[config.mk]
export PLATFORM = sky130hd
export DESIGN_NAME = json_string_unescape_utf8
export DESIGN_NICKNAME = d
export VERILOG_FILES = /design/src/jsu_pkg.sv /design/src/json_string_unescape_utf8.sv /design/src/jsu_front.sv /design/src/jsu_queue.sv /design/src/jsu_back.sv
export SDC_FILE = /design/constraint.sdc
export NUM_CORES = 1
export LEC_CHECK = 0
export ABC_AREA = 1
export BUFFER_PORTS_ARGS = -buffer_cell sky130_fd_sc_hd__buf_2
export CAP_MARGIN = 5
export CORE_MARGIN = 2
export CORE_UTILIZATION = 57
export DETAILED_ROUTE_END_ITERATION = 6
export GPL_ROUTABILITY_DRIVEN = 0
export GPL_TIMING_DRIVEN = 0
export HOLD_SLACK_MARGIN = 0.08
export PLACE_DENSITY = 0.77
export SYNTH_ARGS = -nofsm -noshare
export SYNTH_HDL_FRONTEND = slang
export SYNTH_SLANG_ARGS = --single-unit
[constraint.sdc]
create_clock -name aclk -period 3.98 [get_ports aclk]
set_input_delay 0.796 -clock aclk [delete_from_list [all_inputs] [get_ports aclk]]
set_output_delay 0.796 -clock aclk [all_outputs]
set_load 0.01 [all_outputs]
[src/jsu_pkg.sv]
package jsu_pkg;

    // Input command codes
    localparam logic [1:0] CMD_BYTE  = 2'd0;
    localparam logic [1:0] CMD_END   = 2'd1;
    localparam logic [1:0] CMD_START = 2'd2;

    // Result kinds
    localparam logic [1:0] KIND_BYTE   = 2'd0;
    localparam logic [1:0] KIND_CLOSED = 2'd1;
    localparam logic [1:0] KIND_ERROR  = 2'd2;

    // Error codes
    localparam logic [1:0] ERR_NONE         = 2'd0;
    localparam logic [1:0] ERR_ESCAPE       = 2'd1;
    localparam logic [1:0] ERR_UNICODE      = 2'd2;
    localparam logic [1:0] ERR_UNTERMINATED = 2'd3;

    // Code point width: a joined surrogate pair stays below 0x112000
    localparam int CP_W = 21;

    typedef struct packed {
        logic [1:0] cmd;
        logic [7:0] in_byte;
    } in_word_t;

    typedef struct packed {
        logic [7:0] out_byte;
        logic [1:0] kind;
        logic [1:0] error_code;
        logic       last;
    } out_word_t;

    // One decoded input: an optional UTF-8 sequence, then an optional single word
    typedef struct packed {
        logic            cp_en;
        logic [CP_W-1:0] cp;
        logic            tail_en;
        logic [7:0]      tail_byte;
        logic [1:0]      tail_kind;
        logic [1:0]      tail_code;
    } job_t;

endpackage

[src/json_string_unescape_utf8.sv]
// JSON string body decoder.
// Input channel (s_valid/s_ready/s_data): one word per byte of a string body
// after the opening quote, with a command: string byte, end of text, or start
// of a new string. Output channel (m_valid/m_ready/m_data): decoded bytes,
// then a final word (string closed or an error code) with last set on the
// final word that each input word causes.
// An input word yields zero to four output words: plain bytes and simple
// escapes one, a \u escape one to four UTF-8 bytes, a flushed lone high
// surrogate three bytes plus whatever the next byte yields.
// The front end takes one input word per cycle while the job queue has room;
// the back end sends one output word per cycle while the receiver is ready.
// An accepted word's job is written into the queue, and its first output word
// is then registered in the output register. The queue holds QUEUE_DEPTH decoded
// jobs; when the receiver stalls, the output register holds its word, the queue
// fills, and s_ready drops. Reset empties the queue and the output register and
// returns the decoder to idle, where bytes give no output until a start command.
module json_string_unescape_utf8 import jsu_pkg::*; #(
    parameter int QUEUE_DEPTH = 4
) (
    input  logic      aclk,
    input  logic      aresetn,
    input  logic      s_valid,
    output logic      s_ready,
    input  in_word_t  s_data,
    output logic      m_valid,
    input  logic      m_ready,
    output out_word_t m_data
);

    logic push;
    job_t push_job;
    logic full;
    logic pop;
    job_t head;
    logic empty;

    assign s_ready = !full;

    jsu_front u_front (
        .aclk    (aclk),
        .aresetn (aresetn),
        .accept  (s_valid && s_ready),
        .in_word (s_data),
        .push    (push),
        .job     (push_job)
    );

    jsu_queue #(
        .DEPTH (QUEUE_DEPTH)
    ) u_queue (
        .aclk     (aclk),
        .aresetn  (aresetn),
        .push     (push),
        .push_job (push_job),
        .full     (full),
        .pop      (pop),
        .head     (head),
        .empty    (empty)
    );

    jsu_back u_back (
        .aclk    (aclk),
        .aresetn (aresetn),
        .head    (head),
        .empty   (empty),
        .pop     (pop),
        .m_valid (m_valid),
        .m_ready (m_ready),
        .m_data  (m_data)
    );

endmodule

[src/jsu_front.sv]
module jsu_front import jsu_pkg::*; (
    input  logic     aclk,
    input  logic     aresetn,
    input  logic     accept,
    input  in_word_t in_word,
    output logic     push,
    output job_t     job
);

    typedef enum logic [5:0] {
        PH_IDLE    = 6'b000001,
        PH_TEXT    = 6'b000010,
        PH_ESC     = 6'b000100,
        PH_HEX     = 6'b001000,
        PH_HELD    = 6'b010000,
        PH_HELD_BS = 6'b100000
    } phase_t;

    localparam logic [7:0] CH_QUOTE = 8'h22;
    localparam logic [7:0] CH_BSLASH = 8'h5C;
    localparam logic [7:0] CH_U = 8'h75;

    // Hex digit value with a valid flag on top
    function automatic logic [4:0] hex_value(input logic [7:0] b);
        logic [4:0] r;
        r = 5'd0;
        if (b >= 8'h30 && b <= 8'h39) begin
            r = {1'b1, 4'(b - 8'h30)};
        end else if (b >= 8'h61 && b <= 8'h66) begin
            r = {1'b1, 4'(b - 8'h57)};
        end else if (b >= 8'h41 && b <= 8'h46) begin
            r = {1'b1, 4'(b - 8'h37)};
        end
        return r;
    endfunction

    // Simple escape letter to byte, valid flag on top
    function automatic logic [8:0] esc_map(input logic [7:0] e);
        logic [8:0] r;
        r = 9'd0;
        case (e)
            8'h22: r = {1'b1, 8'h22};
            8'h5C: r = {1'b1, 8'h5C};
            8'h2F: r = {1'b1, 8'h2F};
            8'h62: r = {1'b1, 8'h08};
            8'h66: r = {1'b1, 8'h0C};
            8'h6E: r = {1'b1, 8'h0A};
            8'h72: r = {1'b1, 8'h0D};
            8'h74: r = {1'b1, 8'h09};
            default: r = 9'd0;
        endcase
        return r;
    endfunction

    phase_t      phase_reg, phase_next;
    logic [1:0]  hex_cnt_reg, hex_cnt_next;
    logic [15:0] accum_reg, accum_next;
    logic [15:0] high_reg, high_next;
    logic        low_reg, low_next;

    logic [7:0]      b;
    logic [4:0]      hex;
    logic [8:0]      esc;
    logic [15:0]     accum_shift;
    logic [CP_W-1:0] pair_cp;

    assign b           = in_word.in_byte;
    assign hex         = hex_value(b);
    assign esc         = esc_map(b);
    assign accum_shift = {accum_reg[11:0], hex[3:0]};
    assign pair_cp     = CP_W'(21'h10000) + {1'b0, high_reg[9:0], 10'd0}
                         + {5'd0, accum_shift} - CP_W'(21'h0DC00);

    // Classify the word and build the job for the back end
    always_comb begin
        phase_next   = phase_reg;
        hex_cnt_next = hex_cnt_reg;
        accum_next   = accum_reg;
        high_next    = high_reg;
        low_next     = low_reg;
        push         = 1'b0;
        job          = '0;
        if (accept) begin
            unique case (in_word.cmd)
                CMD_START: begin
                    phase_next   = PH_TEXT;
                    hex_cnt_next = 2'd0;
                    accum_next   = 16'd0;
                    high_next    = 16'd0;
                    low_next     = 1'b0;
                end
                CMD_END: begin
                    if (phase_reg != PH_IDLE) begin
                        push          = 1'b1;
                        phase_next    = PH_IDLE;
                        job.tail_en   = 1'b1;
                        job.tail_kind = KIND_ERROR;
                        job.tail_code = (phase_reg == PH_HEX) ? ERR_UNICODE
                                                               : ERR_UNTERMINATED;
                        if (phase_reg == PH_HELD || phase_reg == PH_HELD_BS) begin
                            job.cp_en = 1'b1;
                            job.cp    = {5'd0, high_reg};
                        end
                    end
                end
                CMD_BYTE: begin
                    unique case (phase_reg)
                        PH_TEXT, PH_HELD: begin
                            // flush a held high surrogate unless a backslash follows
                            if (phase_reg == PH_HELD && b == CH_BSLASH) begin
                                phase_next = PH_HELD_BS;
                            end else begin
                                if (phase_reg == PH_HELD) begin
                                    push      = 1'b1;
                                    job.cp_en = 1'b1;
                                    job.cp    = {5'd0, high_reg};
                                end
                                if (b == CH_QUOTE) begin
                                    push          = 1'b1;
                                    phase_next    = PH_IDLE;
                                    job.tail_en   = 1'b1;
                                    job.tail_kind = KIND_CLOSED;
                                end else if (b == CH_BSLASH) begin
                                    phase_next = PH_ESC;
                                end else begin
                                    push          = 1'b1;
                                    phase_next    = PH_TEXT;
                                    job.tail_en   = 1'b1;
                                    job.tail_byte = b;
                                end
                            end
                        end
                        PH_ESC, PH_HELD_BS: begin
                            if (b == CH_U) begin
                                phase_next   = PH_HEX;
                                hex_cnt_next = 2'd0;
                                accum_next   = 16'd0;
                                low_next     = (phase_reg == PH_HELD_BS);
                            end else begin
                                push        = 1'b1;
                                job.tail_en = 1'b1;
                                if (phase_reg == PH_HELD_BS) begin
                                    job.cp_en = 1'b1;
                                    job.cp    = {5'd0, high_reg};
                                end
                                if (esc[8]) begin
                                    phase_next    = PH_TEXT;
                                    job.tail_byte = esc[7:0];
                                end else begin
                                    phase_next    = PH_IDLE;
                                    job.tail_kind = KIND_ERROR;
                                    job.tail_code = ERR_ESCAPE;
                                end
                            end
                        end
                        PH_HEX: begin
                            if (!hex[4]) begin
                                push          = 1'b1;
                                phase_next    = PH_IDLE;
                                job.tail_en   = 1'b1;
                                job.tail_kind = KIND_ERROR;
                                job.tail_code = ERR_UNICODE;
                            end else begin
                                accum_next = accum_shift;
                                if (hex_cnt_reg != 2'd3) begin
                                    hex_cnt_next = hex_cnt_reg + 2'd1;
                                end else begin
                                    hex_cnt_next = 2'd0;
                                    if (low_reg) begin
                                        low_next   = 1'b0;
                                        push       = 1'b1;
                                        phase_next = PH_TEXT;
                                        job.cp_en  = 1'b1;
                                        job.cp     = pair_cp;
                                    end else if (accum_shift >= 16'hD800 &&
                                                 accum_shift <= 16'hDBFF) begin
                                        high_next  = accum_shift;
                                        phase_next = PH_HELD;
                                    end else begin
                                        push       = 1'b1;
                                        phase_next = PH_TEXT;
                                        job.cp_en  = 1'b1;
                                        job.cp     = {5'd0, accum_shift};
                                    end
                                end
                            end
                        end
                        default: begin
                            phase_next = PH_IDLE;
                        end
                    endcase
                end
                default: begin
                end
            endcase
        end
    end

    // Hold the decoder state
    always_ff @(posedge aclk) begin
        if (!aresetn) begin
            phase_reg   <= PH_IDLE;
            hex_cnt_reg <= 2'd0;
            accum_reg   <= 16'd0;
            high_reg    <= 16'd0;
            low_reg     <= 1'b0;
        end else begin
            phase_reg   <= phase_next;
            hex_cnt_reg <= hex_cnt_next;
            accum_reg   <= accum_next;
            high_reg    <= high_next;
            low_reg     <= low_next;
        end
    end

    // A job always carries at least one word
    a_job_nonempty: assert property (@(posedge aclk) disable iff (!aresetn)
        push |-> (job.cp_en || job.tail_en))
        else $error("front pushed an empty job");

    // Only a surrogate can be held
    a_high_range: assert property (@(posedge aclk) disable iff (!aresetn)
        (phase_reg == PH_HELD || phase_reg == PH_HELD_BS) |->
            (high_reg >= 16'hD800 && high_reg <= 16'hDBFF))
        else $error("held unit is not a high surrogate");

endmodule

[src/jsu_queue.sv]
module jsu_queue import jsu_pkg::*; #(
    parameter int DEPTH = 4
) (
    input  logic aclk,
    input  logic aresetn,
    input  logic push,
    input  job_t push_job,
    output logic full,
    input  logic pop,
    output job_t head,
    output logic empty
);

    localparam int PTR_W = (DEPTH > 1) ? $clog2(DEPTH) : 1;
    localparam int CNT_W = $clog2(DEPTH + 1);

    job_t             slot_reg [DEPTH];
    logic [PTR_W-1:0] wr_ptr_reg, wr_ptr_next;
    logic [PTR_W-1:0] rd_ptr_reg, rd_ptr_next;
    logic [CNT_W-1:0] count_reg, count_next;
    logic             do_push, do_pop;

    assign full    = (count_reg == CNT_W'(DEPTH));
    assign empty   = (count_reg == '0);
    assign do_push = push && !full;
    assign do_pop  = pop && !empty;
    assign head    = slot_reg[rd_ptr_reg];

    // Advance pointers and count
    always_comb begin
        wr_ptr_next = wr_ptr_reg;
        rd_ptr_next = rd_ptr_reg;
        count_next  = count_reg;
        if (do_push) begin
            wr_ptr_next = (wr_ptr_reg == PTR_W'(DEPTH - 1)) ? '0 : wr_ptr_reg + 1'b1;
        end
        if (do_pop) begin
            rd_ptr_next = (rd_ptr_reg == PTR_W'(DEPTH - 1)) ? '0 : rd_ptr_reg + 1'b1;
        end
        case ({do_push, do_pop})
            2'b10:   count_next = count_reg + 1'b1;
            2'b01:   count_next = count_reg - 1'b1;
            default: count_next = count_reg;
        endcase
    end

    always_ff @(posedge aclk) begin
        if (!aresetn) begin
            wr_ptr_reg <= '0;
            rd_ptr_reg <= '0;
            count_reg  <= '0;
        end else begin
            wr_ptr_reg <= wr_ptr_next;
            rd_ptr_reg <= rd_ptr_next;
            count_reg  <= count_next;
        end
    end

    // Store the pushed job
    always_ff @(posedge aclk) begin
        if (do_push) begin
            slot_reg[wr_ptr_reg] <= push_job;
        end
    end

    a_count_bound: assert property (@(posedge aclk) disable iff (!aresetn)
        count_reg <= CNT_W'(DEPTH))
        else $error("queue count over depth");

    a_no_overflow: assert property (@(posedge aclk) disable iff (!aresetn)
        push |-> !full)
        else $error("push into full queue");

    a_no_underflow: assert property (@(posedge aclk) disable iff (!aresetn)
        pop |-> !empty)
        else $error("pop from empty queue");

endmodule

[src/jsu_back.sv]
module jsu_back import jsu_pkg::*; (
    input  logic      aclk,
    input  logic      aresetn,
    input  job_t      head,
    input  logic      empty,
    output logic      pop,
    output logic      m_valid,
    input  logic      m_ready,
    output out_word_t m_data
);

    // UTF-8 sequence length of a code point
    function automatic logic [2:0] utf8_len(input logic [CP_W-1:0] cp);
        logic [2:0] n;
        if (cp < CP_W'(21'h80)) begin
            n = 3'd1;
        end else if (cp < CP_W'(21'h800)) begin
            n = 3'd2;
        end else if (cp < CP_W'(21'h10000)) begin
            n = 3'd3;
        end else begin
            n = 3'd4;
        end
        return n;
    endfunction

    // Byte at position idx of the UTF-8 sequence
    function automatic logic [7:0] utf8_byte(input logic [CP_W-1:0] cp,
                                             input logic [2:0] n,
                                             input logic [1:0] idx);
        logic [7:0] r;
        r = 8'h00;
        case (n)
            3'd1: r = cp[7:0];
            3'd2: r = (idx == 2'd0) ? {3'b110, cp[10:6]} : {2'b10, cp[5:0]};
            3'd3: begin
                case (idx)
                    2'd0:    r = {4'b1110, cp[15:12]};
                    2'd1:    r = {2'b10, cp[11:6]};
                    default: r = {2'b10, cp[5:0]};
                endcase
            end
            default: begin
                case (idx)
                    2'd0:    r = {5'b11110, cp[20:18]};
                    2'd1:    r = {2'b10, cp[17:12]};
                    2'd2:    r = {2'b10, cp[11:6]};
                    default: r = {2'b10, cp[5:0]};
                endcase
            end
        endcase
        return r;
    endfunction

    logic [1:0] idx_reg, idx_next;
    logic       m_valid_reg, m_valid_next;
    out_word_t  m_data_reg, m_data_next;

    logic [2:0] len;
    logic [2:0] total;
    logic       in_seq;
    logic       is_last;
    logic       load;

    assign len     = utf8_len(head.cp);
    assign total   = (head.cp_en ? len : 3'd0) + {2'd0, head.tail_en};
    assign in_seq  = head.cp_en && ({1'b0, idx_reg} < len);
    assign is_last = ({1'b0, idx_reg} == total - 3'd1);
    assign load    = !empty && (!m_valid_reg || m_ready);
    assign pop     = load && is_last;

    assign m_valid = m_valid_reg;
    assign m_data  = m_data_reg;

    // Pick the next word of the job at the queue head
    always_comb begin
        idx_next     = idx_reg;
        m_valid_next = m_valid_reg;
        m_data_next  = m_data_reg;
        if (load) begin
            m_valid_next = 1'b1;
            idx_next     = is_last ? 2'd0 : idx_reg + 2'd1;
            if (in_seq) begin
                m_data_next.out_byte   = utf8_byte(head.cp, len, idx_reg);
                m_data_next.kind       = KIND_BYTE;
                m_data_next.error_code = ERR_NONE;
            end else begin
                m_data_next.out_byte   = head.tail_byte;
                m_data_next.kind       = head.tail_kind;
                m_data_next.error_code = head.tail_code;
            end
            m_data_next.last = is_last;
        end else if (m_ready) begin
            m_valid_next = 1'b0;
        end
    end

    always_ff @(posedge aclk) begin
        if (!aresetn) begin
            idx_reg     <= 2'd0;
            m_valid_reg <= 1'b0;
        end else begin
            idx_reg     <= idx_next;
            m_valid_reg <= m_valid_next;
        end
    end

    // Hold the output word
    always_ff @(posedge aclk) begin
        m_data_reg <= m_data_next;
    end

    a_mid_job_head: assert property (@(posedge aclk) disable iff (!aresetn)
        (idx_reg != 2'd0) |-> !empty)
        else $error("job index set with no job at head");

    a_byte_no_error: assert property (@(posedge aclk) disable iff (!aresetn)
        (m_valid_reg && m_data_reg.kind == KIND_BYTE) |-> m_data_reg.error_code == ERR_NONE)
        else $error("decoded byte carries an error code");

    a_index_in_job: assert property (@(posedge aclk) disable iff (!aresetn)
        !empty |-> ({1'b0, idx_reg} < total))
        else $error("job index past job end");

endmodule

==> qor.yml <==
grt_overflow_total: 0
dpl.hpwl_um: 19300
cts-root-buf: "clkbuf_16"
clkLatencyLatePin_ns: 0.52
dr.first_iter.drc_count: 913
die-area_mm2: 0.0198
grt_pass1_vias: 8408
yosysWarnings: 0
stdcell_count: 1553
yosysSeqAreaShare: 0.522
track_usage: 0.272
path_cells: "buf_6 -> inv_6 -> buf_8 -> nand2_1 -> nand3_1 -> nand2_2 -> inv_2 -> nor2_4 -> nand2_4 -> a21oi_4 -> nand2_1 -> ha_1 -> ha_1 -> xnor2_1 -> nor2_2 -> nand3_2 -> nor2_4 -> ha_1 -> inv_1 -> fa_2 -> a21oi_2 -> o21ai_2 -> o21ai_1 -> a21oi_1"
ctsHtreeMaxLevel: 1
power_leakage_nw: 4.90
die_h_um: 141
cts.path.max_buffers: 3
synth_edf_count: 153
rsz0062_at_grt: "false"
hold_violations: 0
grt_pass1_wl_um: 42800
p_total_mw: 5.79
nFillCells: 1498
synth-simple-area-share: 0.278
slowest_delay_ns: 0.44
critPathMaxFanout: 10
firstDrtPassIters: 6
synth_mux_area_frac: 0
drc: 0
synth_xor_xnor_area_share: 0.00492
synth_top_family_by_area: "simple AND/OR/NAND/NOR gates"
num_vias: 8927
largest_register_ffs: 140
yosysUniqueCellTypes: 43
io_pins: 29
cpMostUsedCell: "ha_1"
core_mm2: 0.0185
ff_latch_area_mm2: 0.00558
wl_per_cell_um: 17.5
slowest_stage: "fa_2"
vias_per_cell: 5.75
area_growth_pct: 13.0
holdBufCountCts: 0
clkTransAtPathRegs_ns: 0.06
synth_compound_area_frac: 0.0876
antenna_found_initial: 0
post_synth_inst_count: 1241
avgSynthCellArea_um2: 8.60
rows: 50
slew_viol_final: 0
fin_ws_ns: 0.227
synth_area_mm2: 0.0107
yosys.area_share.adder: 0.0401
drive_gt1_frac: 0.137
die_x_um: 141
setup_viol: 0
grt_max_degree: 23
critPathKind: "flip-flop to flip-flop"
fin_nets: 1351
tightest_slew_ns: 0.860
cts_tree: "yes"
finalCritPeriodShare: 0.943
synth_top_area_share: 0.430
place_inst: 1507
wl_um: 27200
place_ws_ns: -0.570
worst_setup_path_end_kind: "flip-flop"
yosys.area.top_type: "edfxtp_1"
multi_input_area_mm2: 0.00446
synth.area.top_cells: "edfxtp_1 (43%), nand2_1 (12%), dfxtp_1 (9.2%)"
worstSetupStartpointType: "flip-flop"
clkSinkCount: 202
port_buffers: 27
ys_async_sr_fraction: 0
min_period_ns: 3.75
p_per_area_mw_per_mm2: 480
arrival_ns: 4.16
cp.required_ns: 4.39
finClkSkew_ns: 0.0266
ir_drop_mv: 0.412
diodes: 0
outcome: "complete, no violations"
max_freq_ghz: 0.266
drv_cap: 0
drtAntennaViolNets: 0
hp-class: "flip-flop to flip-flop"
slew_headroom: 0.421
fin_tns_setup_ns: 0
synth-seq-cells: 202
cts-buffers-inserted: 22
synthesis.nets: 1288
start_util: 0.576
ys.flop_type: "edfxtp_1"
## layer usage
layer / GRT usage / vias up / wire (um) / share of wire
li1: - / 4293 / - / -
met1: 0.373 / 4166 / 11300 / 0.41
met2: 0.446 / 408 / 12800 / 0.47
met3: 0.0363 / 60 / 2220 / 0.082
met4: 0.101 / 0 / 872 / 0.032
met5: 0 / - / 0 / 0
## final cells by class
| class | count | area share |
|---|---|---|
| tap | 234 | 0.0243 |
| multi-input combinational | 873 | 0.370 |
| clock inverter | 14 | 0.0102 |
| buffer | 43 | 0.0223 |
| timing repair buffer | 42 | 0.0269 |
| inverter | 120 | 0.0378 |
| sequential | 202 | 0.462 |
| clock buffer | 25 | 0.0466 |
## report_power, final
group	switching [mW]	total, mW	internal, mW
Clock	0.804	1.94	1.14
Combinational	0.963	1.44	0.478
Sequential	0.0412	2.41	2.37
Total	1.81	5.79	3.99
## per-stage QoR
| step | utilization | hold WS, ns | area [um^2] |
|---|---|---|---|
| final | 0.651 | 0.467 | 12100 |
| after global routing | 0.651 | 0.493 | 12100 |
| after CTS | 0.646 | 0.459 | 12000 |
| after detailed placement | 0.608 | 0.451 | 11300 |
| after global placement | 0.599 | 0.437 | 11100 |
| after floorplan | - | 0.422 | 10700 |
## cell usage in the layout, fill, tap and decap left out, types with 32 or more instances in the layout
cell / n
o21ai_0: 71
nand2_1: 348
inv_1: 107
nand3_1: 98
nand4_1: 32
a21oi_1: 68
edfxtp_1: 153
dfxtp_1: 49
nor2_1: 106
buf_2: 38
## what timing repair did
item | 4_1_cts | 5_1_grt
hold endpoints to repair | 0 | 0
pin swaps | 2 | 6
buffers inserted | 1 | 9
resized for setup | 11 | 13
endpoints found under the setup margin | 2 | 1
## cells by family (layout without fill, tap and decap cells)
kind of cell / Yosys count / after routing
adders and majority gates: 33 / 33
buffers and inverters: 166 / 244
DFF: 202 / 202
and+or+nand+nor: 664 / 664
AOI/OAI and AO/OA: 170 / 170
xor gates and xnor gates: 6 / 6
## cells in the mapped netlist (2+ instances only)
master,count
a21oi_1,69
nand3_2,17
buf_4,6
buf_1,2
a32o_1,5
nor3_1,8
ha_1,31
a21oi_4,2
xor2_1,2
nor4_1,4
buf_2,10
xnor2_1,4
nor2_4,4
nand2_1,350
o21ai_0,73
o211ai_1,3
nand3_1,99
a211oi_1,2
nand2_4,3
o21ai_1,2
clkbuf_1,21
buf_6,4
clkinv_1,3
buf_8,2
fa_1,2
dfxtp_1,49
nor2_2,7
or2_2,3
edfxtp_1,153
inv_2,9
nand2_2,23
nor2_1,112
o22ai_1,10
inv_1,107
nand4_1,32
## critical path, delay by kind of cell, from the launching register on
family | cells | cell delay [ns]
buffers and inverters | 5 | 0.51
AOI/OAI and AO/OA | 5 | 0.57
and+or+nand+nor | 9 | 1.04
adders and majority gates | 4 | 1.07
DFF | 1 | 0.33
xor gates and xnor gates | 1 | 0.14
## path summary, 6_finish.rpt
kind / start / to / slack (ns) / cells after the start
max: flip-flop / u_queue.count_reg[2]$_SDFFE_PN0P_ / 0.23 / 24
min: u_front.high_reg[13]$_SDFFE_PN0P_ / u_front.high_reg[13]$_SDFFE_PN0P_ / 0.47 / 2
max reg2reg: flip-flop / u_queue.count_reg[2]$_SDFFE_PN0P_ / 0.23 / 24
min reg2reg: u_front.high_reg[13]$_SDFFE_PN0P_ / u_front.high_reg[13]$_SDFFE_PN0P_ / 0.47 / 2
Power figures use the tool's default switching activity.
